===== config.mk =====
export PLATFORM = sky130hd
export DESIGN_NAME = iol_cell
export DESIGN_NICKNAME = d
export VERILOG_FILES = /design/src/sv/assert_macros.svh /design/src/sv/iol_pkg.sv /design/src/sv/iol_cell.sv
export SDC_FILE = /design/constraint.sdc
export NUM_CORES = 1
export LEC_CHECK = 0
export BUFFER_PORTS_ARGS = -buffer_cell sky130_fd_sc_hd__buf_2
export CORE_MARGIN = 5
export CORE_UTILIZATION = 37
export DETAILED_ROUTE_END_ITERATION = 12
export PLACE_DENSITY = 0.8
export SYNTH_ARGS = -nofsm -noshare
export SYNTH_HDL_FRONTEND = slang
export SYNTH_SLANG_ARGS = --single-unit

===== constraint.sdc =====
create_clock -name clk -period 2.6 [get_ports clk]
set_input_delay 0.13 -clock clk [delete_from_list [all_inputs] [get_ports clk]]
set_output_delay 0.13 -clock clk [all_outputs]
set_load 0.05 [all_outputs]

===== src/sv/assert_macros.svh =====
// assertion helpers for the list block
`ifndef ASSERT_MACROS_SVH
`define ASSERT_MACROS_SVH

`ifndef ASSERT_OFF

// same-cycle implication
`define ASSERT_IMPL(lbl, ck, rstn, ante, cons) \
    lbl: assert property (@(posedge ck) disable iff (!(rstn)) (ante) |-> (cons)) \
        else $error("assertion failed");

// next-cycle implication
`define ASSERT_NEXT(lbl, ck, rstn, ante, cons) \
    lbl: assert property (@(posedge ck) disable iff (!(rstn)) (ante) |=> (cons)) \
        else $error("assertion failed");

`else

`define ASSERT_IMPL(lbl, ck, rstn, ante, cons)
`define ASSERT_NEXT(lbl, ck, rstn, ante, cons)

`endif

`endif


===== src/sv/iol_pkg.sv =====
`default_nettype none

package iol_pkg;

    localparam int CAPACITY_DEF = 64;
    localparam int POS_W        = 7;
    localparam int VAL_W        = 32;
    localparam int CNT_OUT_W    = 7;

    typedef enum logic [2:0] {
        OP_PUSH_FRONT = 3'd0,
        OP_POP_FRONT  = 3'd1,
        OP_APPEND     = 3'd2,
        OP_GET        = 3'd3,
        OP_PUT        = 3'd4,
        OP_INSERT     = 3'd5,
        OP_DELETE     = 3'd6,
        OP_CLEAR      = 3'd7
    } op_t;

    typedef enum logic [1:0] {
        ST_OK    = 2'd0,
        ST_EMPTY = 2'd1,
        ST_RANGE = 2'd2,
        ST_FULL  = 2'd3
    } status_t;

    typedef enum logic [1:0] {
        ACT_HOLD  = 2'd0,
        ACT_WRITE = 2'd1,
        ACT_OPEN  = 2'd2,
        ACT_CLOSE = 2'd3
    } act_t;

    typedef struct packed {
        op_t                      opcode;
        logic [POS_W-1:0]         position;
        logic signed [VAL_W-1:0]  value;
    } cmd_t;

    typedef struct packed {
        logic signed [VAL_W-1:0]  read_value;
        logic [CNT_OUT_W-1:0]     count;
        logic                     list_empty;
        status_t                  status;
    } rsp_t;

    // broadcast control to every cell
    typedef struct packed {
        act_t                     action;
        logic signed [VAL_W-1:0]  value;
    } cell_ctl_t;

endpackage

`default_nettype wire


===== src/sv/iol_cell.sv =====
`default_nettype none

module iol_cell #(
    parameter int IDX = 0,
    parameter int XW  = iol_pkg::POS_W
) (
    input  wire                                   clk,
    input  wire iol_pkg::cell_ctl_t               ctl,
    input  wire [XW-1:0]                          pos,
    input  wire logic signed [iol_pkg::VAL_W-1:0] left_data,
    input  wire logic signed [iol_pkg::VAL_W-1:0] right_data,
    output logic signed [iol_pkg::VAL_W-1:0]      data
);

    localparam logic [XW-1:0] MY_IDX = XW'(IDX);

    logic signed [iol_pkg::VAL_W-1:0] data_reg;
    logic signed [iol_pkg::VAL_W-1:0] data_next;

    always_comb
    begin
        data_next = data_reg;
        case (ctl.action)
            iol_pkg::ACT_HOLD:
            begin
                data_next = data_reg;
            end
            iol_pkg::ACT_WRITE:
            begin
                if (MY_IDX == pos)
                    data_next = ctl.value;
            end
            iol_pkg::ACT_OPEN:
            begin
                // cells past the gap take from the left
                if (MY_IDX > pos)
                    data_next = left_data;
                else if (MY_IDX == pos)
                    data_next = ctl.value;
            end
            iol_pkg::ACT_CLOSE:
            begin
                if (MY_IDX >= pos)
                    data_next = right_data;
            end
            default:
            begin
                data_next = data_reg;
            end
        endcase
    end

    always_ff @(posedge clk)
    begin
        data_reg <= data_next;
    end

    assign data = data_reg;

endmodule

`default_nettype wire


# Word level (Yosys, flattened, before mapping)
# Cells that the tools add are included.
# totals
latchBits	0
regBits	32
word_cells	15
romBits	0
inputBits	106
mem_bits_rw	0
out_inout_bits	32
memories	0
# op_classes
mux	4
n_addsub	0
multipliers	0
div_mod_pow	0
n_eq_ne	4
bitwise_logic	1
order_cmp	2
shift	0
n_reduce_logical	3
# ops
op	count
$mux W32	3
$pmux W32 S3	1
$ge A1 B7 Y1 const A	1
$gt A1 B7 Y1 const A	1
$logic_not A7 Y1	1
$eq A2 B2 Y1 const B	2
$eq A2 B1 Y1 const B	1
$logic_not A2 Y1	1
$ne A2 B2 Y1 const B	1
$reduce_and A2 Y1	1
$not A1 Y1	1

# Logic depth before layout (Yosys ltp)
# Gate-level depths: netlist of run 1.
# logic_depth
ltp_word	4
mapped_depth	6
mapped_depth_nobuf	3

# Least setup slack after synthesis of run 1
# No wires, ideal clock.
# synth_path
path_type	input port to flip-flop
start	input port pos[3]
end	register data_reg, in the netlist data[0], enable pin
path_stages	6
required_ns	2.200
setup_time_ns	0.400
n_path_buf	3
slack_ns	-0.056
arrival_time_ns	2.255
path_cell_list	or4_1 buf_2 or2_1 buf_6 buf_6 a21oi_2
# synth_via
elab_chain_len	3
# synth_rtl
item	line	source
from (decl)	iol_cell.sv:9	input wire [XW-1:0] pos,
$ge A1 B7 Y1	iol_cell.sv:43	if (MY_IDX >= pos)
$ne A2 B2 Y1 (no line)	--	
$reduce_and A2 Y1 (no line)	--	
to (signal assigned)	iol_cell.sv:55	data_reg <= data_next;
to (decl)	iol_cell.sv:17	logic signed [iol_pkg::VAL_W-1:0] data_reg;
# Every way passes these cells.
# A chain may end at the register's enable or synchronous reset.

# Final worst setup path of run 1
# layout_path
start	input port pos[3]
end	register data_reg, in the netlist data[8], enable pin
# Same word-level chain as after synthesis.

==> insert_results.sql, run 1 <==
INSERT INTO impl_metrics (metric_group, metric, value, unit) VALUES
('logic_synthesis', 'synth.net_count', '296', ''),
('sta', 'grt_setup_unrepaired', 'no', ''),
('routing', 'dr_total_vias', '1893', ''),
('power_and_ir_drop', 'power-per-cell-area', '582.1', 'nW/um^2'),
('routing', 'detail_route.wirelength', '5537', 'microns'),
('clocking', 'cts.htree.levels', '2', ''),
('setup_path', 'worst-endpoint-arrival', '1.62', 'ns'),
('clocking', 'cts.hold.buffers_added', '0', ''),
('floorplanning', 'initial_utilization', '37.57', '%'),
('run_status', 'run_status', 'completed', ''),
('power_and_ir_drop', 'static-leakage-power', '0.001041', 'uW'),
('routing', 'drt.antenna.violating_nets', '0', ''),
('floorplanning', 'die_w', '81.55', 'microns'),
('routing', 'first_iter_violations', '95', ''),
('sta', 'timing.final.ws_setup', '0.9070', 'ns'),
('setup_path', 'path_delay_family', 'simple AND/OR/NAND/NOR gates', ''),
('floorplanning', 'io-pin-count', '138', ''),
('floorplanning', 'placeableCoreArea', '5042', 'sq um'),
('layout', 'nets', '393', ''),
('setup_path', 'critical_path_peak_fanout', '32', ''),
('clocking', 'tritoncts', 'built', ''),
('routing', 'number_of_iterations_in_the_first_detailed_routing_pass', '4', ''),
('global_routing', 'grt_util_all_layers', '16.55', '%'),
('clocking', 'cts_setup_buffers', '0', ''),
('global_routing', 'antenna_found_initial', '0', ''),
('flow_run', 'timing.max_cap.violations', '0', ''),
('place', 'preCtsSetupSlack', '0.6279', 'ns'),
('global_routing', 'grt_remaining_overflow', '0', ''),
('clocking', 'root_cell_of_the_clock_tree', 'sky130_fd_sc_hd__clkbuf_8', ''),
('layout', 'count_of_non_filler_cells_in_the_finished_layout', '358', ''),
('clocking', 'tritoncts.num_buffers', '5', ''),
('min_path', 'holdCritPathClass', 'in2reg', ''),
('logic_synthesis', 'mapped_cell_area', '1894', 'sq um'),
('sta', 'setup_viol_count_final', '0', ''),
('setup_path', 'timing.critical_path.slowest_cell_delay', '0.54', 'ns'),
('layout', 'final_layout_size_suffix_gt1_share', '44.44', '%'),
('layout', 'largest_reg_flops', '32', ''),
('clocking', 'cts.path.max_buffers', '2', ''),
('setup_path', 'path_buf_inv', '2', ''),
('sta', 'finalMaxSlewViolations', '0', ''),
('power_and_ir_drop', 'power.ir.vdd_worst', '0.0002663', 'V'),
('setup_path', 'critPathCaptureType', 'flip-flop', ''),
('global_routing', 'grt_first_pass_wirelength', '8445', 'microns'),
('routing', 'viasPerCell', '5.288', ''),
('logic_synthesis', 'ys_seq_elements', '32', ''),
('sta', 'timing.fmax', '0.5907', 'GHz'),
('setup_path', 'critPathLaunch', 'pos[3]', ''),
('sta', 'tightestPinTransition', '1.095', 'ns'),
('clocking', 'resized_cells_post_cts', '0', ''),
('layout', 'area_growth_syn_to_layout', '34.74', '%'),
('floorplanning', 'design.die.area', '6650', 'sq um'),
('sta', 'layout_min_cycle_time', '1.693', 'ns'),
('clocking', 'clk_pin_slew', '0.06', 'ns'),
('layout', 'antenna_cells_inserted', '0', ''),
('place', 'io_buffer_count', '105', ''),
('floorplanning', 'std_cell_rows', '26', ''),
('logic_synthesis', 'postSynthAreaPerCell', '9.970', 'sq um'),
('sta', 'timing.setup.tns', '0', 'ns'),
('sta', 'timing.clock.skew', '0', 'ns'),
('min_path', 'worst_hold_startpoint', 'right_data[4]', ''),
('global_routing', 'grt_max_degree', '65', ''),
('clocking', 'insertion_delay', '0.27', 'ns'),
('layout', 'nFillCells', '466', ''),
('place', 'place.detailed.hpwl', '3803', 'microns'),
('setup_path', 'critical_path.slowest_cell', 'sky130_fd_sc_hd__or4_1', ''),
('sta', 'period_share', '65.12', '%'),
('setup_path', 'path_cells', 'buf_2 > or4_1 > or2_1 > a21oi_4 > buf_4', ''),
('sta', 'hold_violations', '0', ''),
('setup_path', 'worstReg2RegStart', 'data[8]', ''),
('routing', 'drc_errors', '0', ''),
('setup_path', 'required', '2.53', 'ns');
-- kinds of logic (layout without fill, tap and decap cells) --
kind of cell | after synthesis | in the layout | share of synthesized area (%)
AND/OR/NAND/NOR | 72 | 72 | 18.96
AO/OA/AOI/OAI | 65 | 65 | 25.23
buffers and inverters | 21 | 119 | 5.086
flip-flops | 32 | 32 | 50.73
-- final timing paths --
path	cells after the start	slack [ns]	end
worst min register to register	2	0.62	data[30]
worst max-delay path	5	0.91	data[8]
worst max register to register	2	1.68	data[8]
worst min-delay path	3	0.15	data[4]
-- synthesized netlist by cell type --
| cell | number | area (sq um) |
|---|---|---|
| sky130_fd_sc_hd__edfxtp_1 | 32 | 960.9 |
| sky130_fd_sc_hd__buf_2 | 2 | 10.01 |
| sky130_fd_sc_hd__nor4_1 | 1 | 6.260 |
| sky130_fd_sc_hd__a31oi_1 | 15 | 93.84 |
| sky130_fd_sc_hd__nand4b_1 | 15 | 131.4 |
| sky130_fd_sc_hd__or2_1 | 1 | 6.260 |
| sky130_fd_sc_hd__nor2_1 | 17 | 63.81 |
| sky130_fd_sc_hd__o21ai_0 | 15 | 75.07 |
| sky130_fd_sc_hd__o211ai_1 | 25 | 187.7 |
| sky130_fd_sc_hd__or4_1 | 1 | 7.510 |
| sky130_fd_sc_hd__or3_1 | 1 | 6.260 |
| sky130_fd_sc_hd__a21oi_2 | 1 | 8.760 |
| sky130_fd_sc_hd__and2_1 | 1 | 6.260 |
| sky130_fd_sc_hd__buf_6 | 2 | 22.52 |
| sky130_fd_sc_hd__o211ai_2 | 9 | 112.6 |
| sky130_fd_sc_hd__nand2_1 | 35 | 131.4 |
| sky130_fd_sc_hd__clkbuf_1 | 17 | 63.81 |
-- layout make-up --
class,count,area [sq um],area share [%]
clock buffers,7,76.32,2.990
clock inverters,1,3.754,0.1471
flip-flops and latches,32,960.9,37.65
well taps,70,87.58,3.431
repair buffers,111,570.5,22.35
multi-input cells,137,853.3,33.43
-- per-layer routing --
layer / vias up / GRT usage (%) / routed length [microns]
li1: 927 / - / -
met1: 862 / 18.26 / 2213
met2: 96 / 29.97 / 2728
met3: 8 / 5.373 / 534
met4: 0 / 5.068 / 60
met5: - / 0 / 0
-- tightest hold or removal path, cell delays in order --
cell and delay, ns:
sky130_fd_sc_hd__buf_2 0.07, sky130_fd_sc_hd__nand2_1 0.05, sky130_fd_sc_hd__o211ai_2 0.06
-- power breakdown --
part           internal [uW]  switching [uW]  total (uW)  leakage (uW)
Sequential               644            25.8         669      0.000316
Clock                    186             174         360     0.0000399
Combinational            132             324         456      0.000685
Total                    962             524        1490       0.00104
-- layout by cell type (no fill, tap or decap), drive strengths merged, types with 7 or more instances in the layout --
cell type,n
o211ai,34
nor2,17
o21ai,15
nand2,35
nand4b,15
buf,111
edfxtp,32
a31oi,15
clkbuf,7
-- stage by stage --
| step | total power [uW] | util (%) | instance area [sq um] |
|---|---|---|---|
| floorplan | 997.3 | - | 1902 |
| global placement | 1129 | 49.03 | 2472 |
| detailed placement | 1140 | 49.03 | 2472 |
| CTS | 1503 | 50.62 | 2552 |
| global route | 1557 | 50.62 | 2552 |
| finish | 1486 | 50.62 | 2552 |
No activity file was read; power rests on OpenSTA's default activity.
==> run 2: changes to the inputs <==
- ABC_AREA: default -> 1
- CORE_UTILIZATION: 37 -> 43
- PLACE_DENSITY: 0.8 -> 0.84
- clock period: 2.6 -> 1.7 ns (I/O delays scaled with it)
==> insert_results.sql, run 2 <==
INSERT INTO impl_metrics (metric_group, metric, value, unit) VALUES
('setup_path', 'critPathCaptureType', 'flip-flop', ''),
('global_routing', 'antenna_found_initial', '0', ''),
('logic_synthesis', 'synth_compound_area_share', '7.868', '%'),
('routing', 'number_of_iterations_in_the_first_detailed_routing_pass', '4', ''),
('logic_synthesis', 'syn-instance-count', '290', ''),
('flow_run', 'timing.max_cap.violations', '0', ''),
('clocking', 'root_cell_of_the_clock_tree', 'sky130_fd_sc_hd__clkbuf_8', ''),
('logic_synthesis', 'largest_family_of_logic_cells_by_synthesized_area', 'simple AND/OR/NAND/NOR gates', ''),
('setup_path', 'worst-endpoint-arrival', '1.07', 'ns'),
('logic_synthesis', 'synth.lib_cells_used.distinct', '18', ''),
('clocking', 'tritoncts', 'built', ''),
('min_path', 'holdCritPathClass', 'in2reg', ''),
('layout', 'largest_reg_flops', '32', ''),
('logic_synthesis', 'synth_xor_area_share', '0', '%'),
('layout', 'mostFrequentLayoutCell', 'sky130_fd_sc_hd__buf_2', ''),
('routing', 'detail_route.wirelength', '5815', 'microns'),
('power_and_ir_drop', 'power-per-cell-area', '842.1', 'nW/um^2'),
('routing', 'drc_errors', '0', ''),
('sta', 'layout_min_cycle_time', '1.106', 'ns'),
('clocking', 'tritoncts.num_buffers', '5', ''),
('routing', 'dr_total_vias', '2169', ''),
('logic_synthesis', 'postSynthAreaPerCell', '7.568', 'sq um'),
('clocking', 'clk_pin_slew', '0.07', 'ns'),
('floorplanning', 'initial_utilization', '43.52', '%'),
('setup_path', 'path_buf_inv', '3', ''),
('logic_synthesis', 'synth.largest_area_cell', 'sky130_fd_sc_hd__edfxtp_1', ''),
('global_routing', 'grt_first_pass_wirelength', '9094', 'microns'),
('global_routing', 'grt_remaining_overflow', '0', ''),
('layout', 'final_layout_size_suffix_gt1_share', '32.32', '%'),
('clocking', 'cts.htree.levels', '2', ''),
('sta', 'hold_violations', '0', ''),
('logic_synthesis', 'yosysSeqAreaShare', '43.79', '%'),
('clocking', 'numClockSinks', '32', ''),
('layout', 'nFillCells', '488', ''),
('floorplanning', 'io-pin-count', '138', ''),
('logic_synthesis', 'ys_seq_elements', '32', ''),
('clocking', 'resized_cells_post_cts', '0', ''),
('clocking', 'cts_setup_buffers', '0', ''),
('sta', 'setup_viol_count_final', '0', ''),
('place', 'preCtsSetupSlack', '0.2833', 'ns'),
('global_routing', 'first_global_vias', '2135', ''),
('setup_path', 'path_cells', 'buf_2 > nor2_2 > nand2_4 > inv_6 > nand2_1 > a21oi_4 > buf_4', ''),
('routing', 'viasPerCell', '4.685', ''),
('layout', 'layout.cells.most_common_list', '105 x sky130_fd_sc_hd__buf_2, 67 x sky130_fd_sc_hd__inv_1, 67 x sky130_fd_sc_hd__nand2_1', ''),
('power_and_ir_drop', 'static-leakage-power', '0.001507', 'uW'),
('logic_synthesis', 'mux_contribution_to_synthesized_area', '0', '%'),
('logic_synthesis', 'synth.net_count', '396', ''),
('sta', 'timing.fmax', '0.9043', 'GHz'),
('routing', 'first_iter_violations', '155', ''),
('routing', 'drt.antenna.violating_nets', '0', ''),
('global_routing', 'grt_util_all_layers', '17.68', '%'),
('place', 'placedCellCount', '455', ''),
('floorplanning', 'placeableCoreArea', '5042', 'sq um'),
('setup_path', 'critical_path.startpoint_type', 'input pin', ''),
('power_and_ir_drop', 'power.ir.vdd_worst', '0.0004416', 'V'),
('sta', 'timing.final.ws_setup', '0.5941', 'ns'),
('layout', 'antenna_cells_inserted', '0', ''),
('floorplanning', 'die_w', '81.44', 'microns'),
('logic_synthesis', 'dominantRegCellSynth', 'sky130_fd_sc_hd__edfxtp_1', ''),
('setup_path', 'critical_path_peak_fanout', '18', ''),
('setup_path', 'worstSetupPathType', 'in2reg', ''),
('setup_path', 'path_delay_family', 'buffers and inverters', ''),
('logic_synthesis', 'edff_count_synth', '32', ''),
('global_routing', 'grt_max_degree', '33', ''),
('logic_synthesis', 'synth_top_cell_area_share', '43.79', '%'),
('floorplanning', 'design.die.area', '6632', 'sq um'),
('clocking', 'insertion_delay', '0.27', 'ns'),
('place', 'place.detailed.hpwl', '4111', 'microns'),
('place', 'gpl.final_weighted_congestion', '0.7311', ''),
('clocking', 'cts.path.max_buffers', '2', ''),
('sta', 'timing.clock.skew', '0', 'ns'),
('layout', 'final-seq-area', '960.9', 'sq um'),
('logic_synthesis', 'synth.top_cells.by_count', '67 x sky130_fd_sc_hd__inv_1, 67 x sky130_fd_sc_hd__nand2_1, 64 x sky130_fd_sc_hd__nand3_1', ''),
('floorplanning', 'dieHeight', '81.44', 'microns'),
('logic_synthesis', 'synthArstFlopShare', '0', '%'),
('logic_synthesis', 'synth_simple_gate_area_share', '28.28', '%'),
('logic_synthesis', 'count_of_warnings_emitted_by_yosys', '0', ''),
('logic_synthesis', 'mapped_cell_area', '2195', 'sq um'),
('layout', 'area_growth_syn_to_layout', '26.63', '%'),
('layout', 'final_core_utilization', '55.11', '%'),
('run_status', 'run_status', 'completed', ''),
('setup_path', 'timing.critical_path.slowest_cell_delay', '0.27', 'ns'),
('sta', 'timing.setup.tns', '0', 'ns'),
('layout', 'nets', '498', ''),
('sta', 'period_share', '65.05', '%'),
('floorplanning', 'std_cell_rows', '26', ''),
('sta', 'finalMaxSlewViolations', '0', ''),
('sta', 'tightestPinTransition', '0.6631', 'ns'),
('logic_synthesis', 'synth-adder-area-share', '0', '%'),
('setup_path', 'critical_path.slowest_cell', 'sky130_fd_sc_hd__buf_4', ''),
('logic_synthesis', 'netlist_top_cells_area', 'sky130_fd_sc_hd__edfxtp_1 44%, sky130_fd_sc_hd__nand3_1 15%, sky130_fd_sc_hd__inv_1 11%', ''),
('place', 'io_buffer_count', '105', ''),
('layout', 'multi_input_comb_area', '800.8', 'sq um'),
('clocking', 'cts.hold.buffers_added', '0', ''),
('layout', 'count_of_non_filler_cells_in_the_finished_layout', '463', ''),
('sta', 'worst_slew_margin_rel', '55.63', '%'),
('setup_path', 'required', '1.66', 'ns'),
('sta', 'grt_setup_unrepaired', 'no', ''),
('routing', 'routedWlPerCell', '12.56', 'microns'),
('sta', 'finalHoldWorstSlack', '0.07739', 'ns');
[run 2: area by class of cell]
cell class | instances | share of cell area, %
well taps | 70 | 3.152
repair buffers | 113 | 21.07
flip-flops and latches | 32 | 34.58
inverters | 69 | 9.500
multi-input cells | 171 | 28.82
clock buffers | 7 | 2.747
clock inverters | 1 | 0.1351
[run 2: cells by family after synthesis]
kind of cell / count (synthesis)
flip-flops: 32
AO/OA/AOI/OAI: 33
AND/OR/NAND/NOR: 138
buffers and inverters: 87
[run 2: tightest hold or removal path: cells and delay by family]
family / cells / cell delay [ns]
AND/OR/NAND/NOR: 2 / 0.09
buffers and inverters: 1 / 0.07
[run 2: power breakdown]
part	internal [uW]	switching, uW	leakage, uW	total (uW)
clock network	285	278	0.0000399	563
logic	211	538	0.00115	749
registers	986	41.8	0.000321	1030
total	1480	858	0.00151	2340
[run 2: per-stage QoR]
stage / power [uW] / cell area [sq um]
final: 2340 / 2779
after global routing: 2476 / 2779
after CTS: 2356 / 2779
after detailed placement: 1798 / 2699
after global placement: 1781 / 2699
after floorplan: 1589 / 2202
[run 2: per-layer routing]
metal  vias up  global-route usage, %  share of wire (%)
met5         -                      0                  0
met4         0                  4.899               0.55
met3         4                  4.715                7.8
met2        82                  32.82                 52
met1       964                  19.72                 40
li1       1119                      -                  -
[run 2: final timing paths]
kind | cells after the start | start | slack [ns] | to
worst min-delay path | 3 | right_data[27] | 0.08 | data[27]
worst min register to register | 4 | data[1] | 0.66 | data[1]
worst max-delay path | 7 | pos[4] | 0.59 | data[9]
worst max register to register | 4 | data[9] | 0.77 | data[9]
==> run 3: changes to the inputs <==
- clock period: 1.7 -> 1.1 ns (I/O delays scaled with it)
==> insert_results.sql, run 3 (synthesis gave the netlist of run 2 again) <==
INSERT INTO impl_metrics (metric_group, metric, value, unit) VALUES
('global_routing', 'antenna_found_initial', '0', ''),
('power_and_ir_drop', 'power.ir.vdd_worst', '0.0008060', 'V'),
('setup_path', 'required', '1.04', 'ns'),
('power_and_ir_drop', 'p_sw', '1329', 'uW'),
('routing', 'drc_errors', '0', ''),
('sta', 'setup_viol_count_final', '0', ''),
('floorplanning', 'placeableCoreArea', '5042', 'sq um'),
('sta', 'worst_slew_margin_rel', '75.63', '%'),
('clocking', 'cts_setup_buffers', '0', ''),
('clocking', 'tritoncts.num_buffers', '5', ''),
('place', 'place.detailed.hpwl', '4188', 'microns'),
('setup_path', 'path_buf_inv', '1', ''),
('setup_path', 'critical_path.startpoint_type', 'flip-flop', ''),
('place', 'io_buffer_count', '105', ''),
('floorplanning', 'die_w', '81.44', 'microns'),
('power_and_ir_drop', 'power.combinational.fraction', '33.0', '%'),
('sta', 'timing.fmax', '1.023', 'GHz'),
('clocking', 'resized_cells_post_cts', '0', ''),
('clocking', 'clk_pin_slew', '0.07', 'ns'),
('sta', 'tightestPinTransition', '0.3656', 'ns'),
('setup_path', 'critical_path.slowest_cell', 'sky130_fd_sc_hd__edfxtp_1', ''),
('setup_path', 'worst-endpoint-arrival', '0.92', 'ns'),
('setup_path', 'worstSetupPathType', 'reg2out', ''),
('sta', 'timing.clock.skew', '0', 'ns'),
('setup_path', 'path_delay_family', 'flip-flops', ''),
('sta', 'grt_setup_unrepaired', 'no', ''),
('layout', 'area_growth_syn_to_layout', '30.44', '%'),
('layout', 'multi_input_comb_area', '820.8', 'sq um'),
('layout', 'layout.cells.most_common_list', '105 x sky130_fd_sc_hd__buf_2, 65 x sky130_fd_sc_hd__inv_1, 65 x sky130_fd_sc_hd__nand2_1', ''),
('routing', 'first_iter_violations', '148', ''),
('clocking', 'cts.hold.buffers_added', '0', ''),
('layout', 'final-seq-area', '960.9', 'sq um'),
('setup_path', 'path_cells', 'buf_2', ''),
('sta', 'period_share', '88.84', '%'),
('layout', 'final_layout_size_suffix_gt1_share', '33.92', '%'),
('floorplanning', 'std_cell_rows', '26', ''),
('setup_path', 'worstReg2RegStart', 'data[12]', ''),
('power_and_ir_drop', 'clkPwrFrac', '23.1', '%'),
('floorplanning', 'initial_utilization', '43.52', '%'),
('floorplanning', 'dieHeight', '81.44', 'microns'),
('sta', 'hold_violations', '0', ''),
('setup_path', 'critPathLaunch', 'data[28]', ''),
('min_path', 'worst_hold_startpoint', 'right_data[21]', ''),
('routing', 'drt.antenna.violating_nets', '0', ''),
('power_and_ir_drop', 'power_switching_share', '36.68', '%'),
('routing', 'routedWlPerCell', '12.42', 'microns'),
('routing', 'viasPerCell', '4.665', ''),
('clocking', 'root_cell_of_the_clock_tree', 'sky130_fd_sc_hd__clkbuf_8', ''),
('sta', 'finalHoldWorstSlack', '0.04733', 'ns'),
('global_routing', 'grt_max_degree', '33', ''),
('power_and_ir_drop', 'power-per-cell-area', '1266', 'nW/um^2'),
('global_routing', 'grt_util_all_layers', '17.16', '%'),
('floorplanning', 'io-pin-count', '138', ''),
('clocking', 'tritoncts', 'built', ''),
('clocking', 'insertion_delay', '0.27', 'ns'),
('global_routing', 'grt_first_pass_wirelength', '8894', 'microns'),
('power_and_ir_drop', 'seq_power_share', '43.9', '%'),
('sta', 'finalMaxSlewViolations', '0', ''),
('setup_path', 'critical_path_peak_fanout', '2', ''),
('flow_run', 'timing.max_cap.violations', '0', ''),
('clocking', 'cts.path.max_buffers', '2', ''),
('layout', 'nFillCells', '487', ''),
('sta', 'layout_min_cycle_time', '0.9772', 'ns'),
('run_status', 'run_status', 'completed', ''),
('routing', 'dr_total_vias', '2169', ''),
('layout', 'mostFrequentLayoutCell', 'sky130_fd_sc_hd__buf_2', ''),
('global_routing', 'use_met1', '19.29', '%'),
('min_path', 'holdCritPathClass', 'in2reg', ''),
('power_and_ir_drop', 'cellInternalPower', '2295', 'uW'),
('sta', 'timing.setup.tns', '0', 'ns'),
('global_routing', 'grt_remaining_overflow', '0', ''),
('layout', 'largest_reg_flops', '32', ''),
('power_and_ir_drop', 'static-leakage-power', '0.001551', 'uW'),
('global_routing', 'grt_most_used_layer', 'met2', ''),
('clocking', 'cts.htree.levels', '2', ''),
('floorplanning', 'design.die.area', '6632', 'sq um'),
('place', 'gpl.final_weighted_congestion', '0.8136', ''),
('routing', 'number_of_iterations_in_the_first_detailed_routing_pass', '4', ''),
('global_routing', 'grt_util_met2', '32.25', '%'),
('routing', 'detail_route.wirelength', '5773', 'microns'),
('setup_path', 'critPathCaptureType', 'output port', ''),
('clocking', 'numClockSinks', '32', ''),
('global_routing', 'grt.met3_usage', '2.741', '%'),
('global_routing', 'first_global_vias', '2076', ''),
('layout', 'nets', '501', ''),
('setup_path', 'timing.critical_path.slowest_cell_delay', '0.41', 'ns'),
('layout', 'antenna_cells_inserted', '0', '');
run 3: worst paths after layout:
kind	cells past startpoint	to	slack [ns]
setup / recovery	1	data[28]	0.12
setup reg to reg	4	data[12]	0.19
hold / removal	3	data[21]	0.05
hold reg to reg	4	data[29]	0.65
run 3: area by class of cell:
type	count	area share, %
multi-input combinational	171	28.67
clock inverter	2	0.2622
tap	70	3.059
sequential	32	33.57
clock buffer	5	2.404
timing repair buffer	116	22.55
inverter	69	9.484
run 3: power by group through the flow:
stage	logic (uW)	registers [uW]	clock network, uW
floorplan	382	2080	0
global placement	1180	1610	0
detailed placement	1200	1620	0
CTS	1210	1590	856
global route	1300	1600	916
finish	1200	1590	836
run 3: per-layer routing:
metal / wire (microns) / vias up / share of wire [%]
met1: 2215 / 955 / 38
met5: 0 / - / 0
met2: 3139 / 79 / 54
li1: - / 1127 / -
met4: 92 / 0 / 1.6
met3: 326 / 8 / 5.6
run 3: stage by stage:
step	cells	utilization [%]	setup WS, ns	power, uW	instance area, sq um
2_1_floorplan	290	-	-0.3952	2462	2230
3_3_place_gp	458	55.26	-0.08997	2794	2786
3_5_place_dp	458	55.26	-0.1516	2820	2786
4_1_cts	465	56.77	0.1172	3653	2863
5_1_grt	465	56.77	0.06396	3817	2863
6_report	465	56.77	0.1228	3624	2863
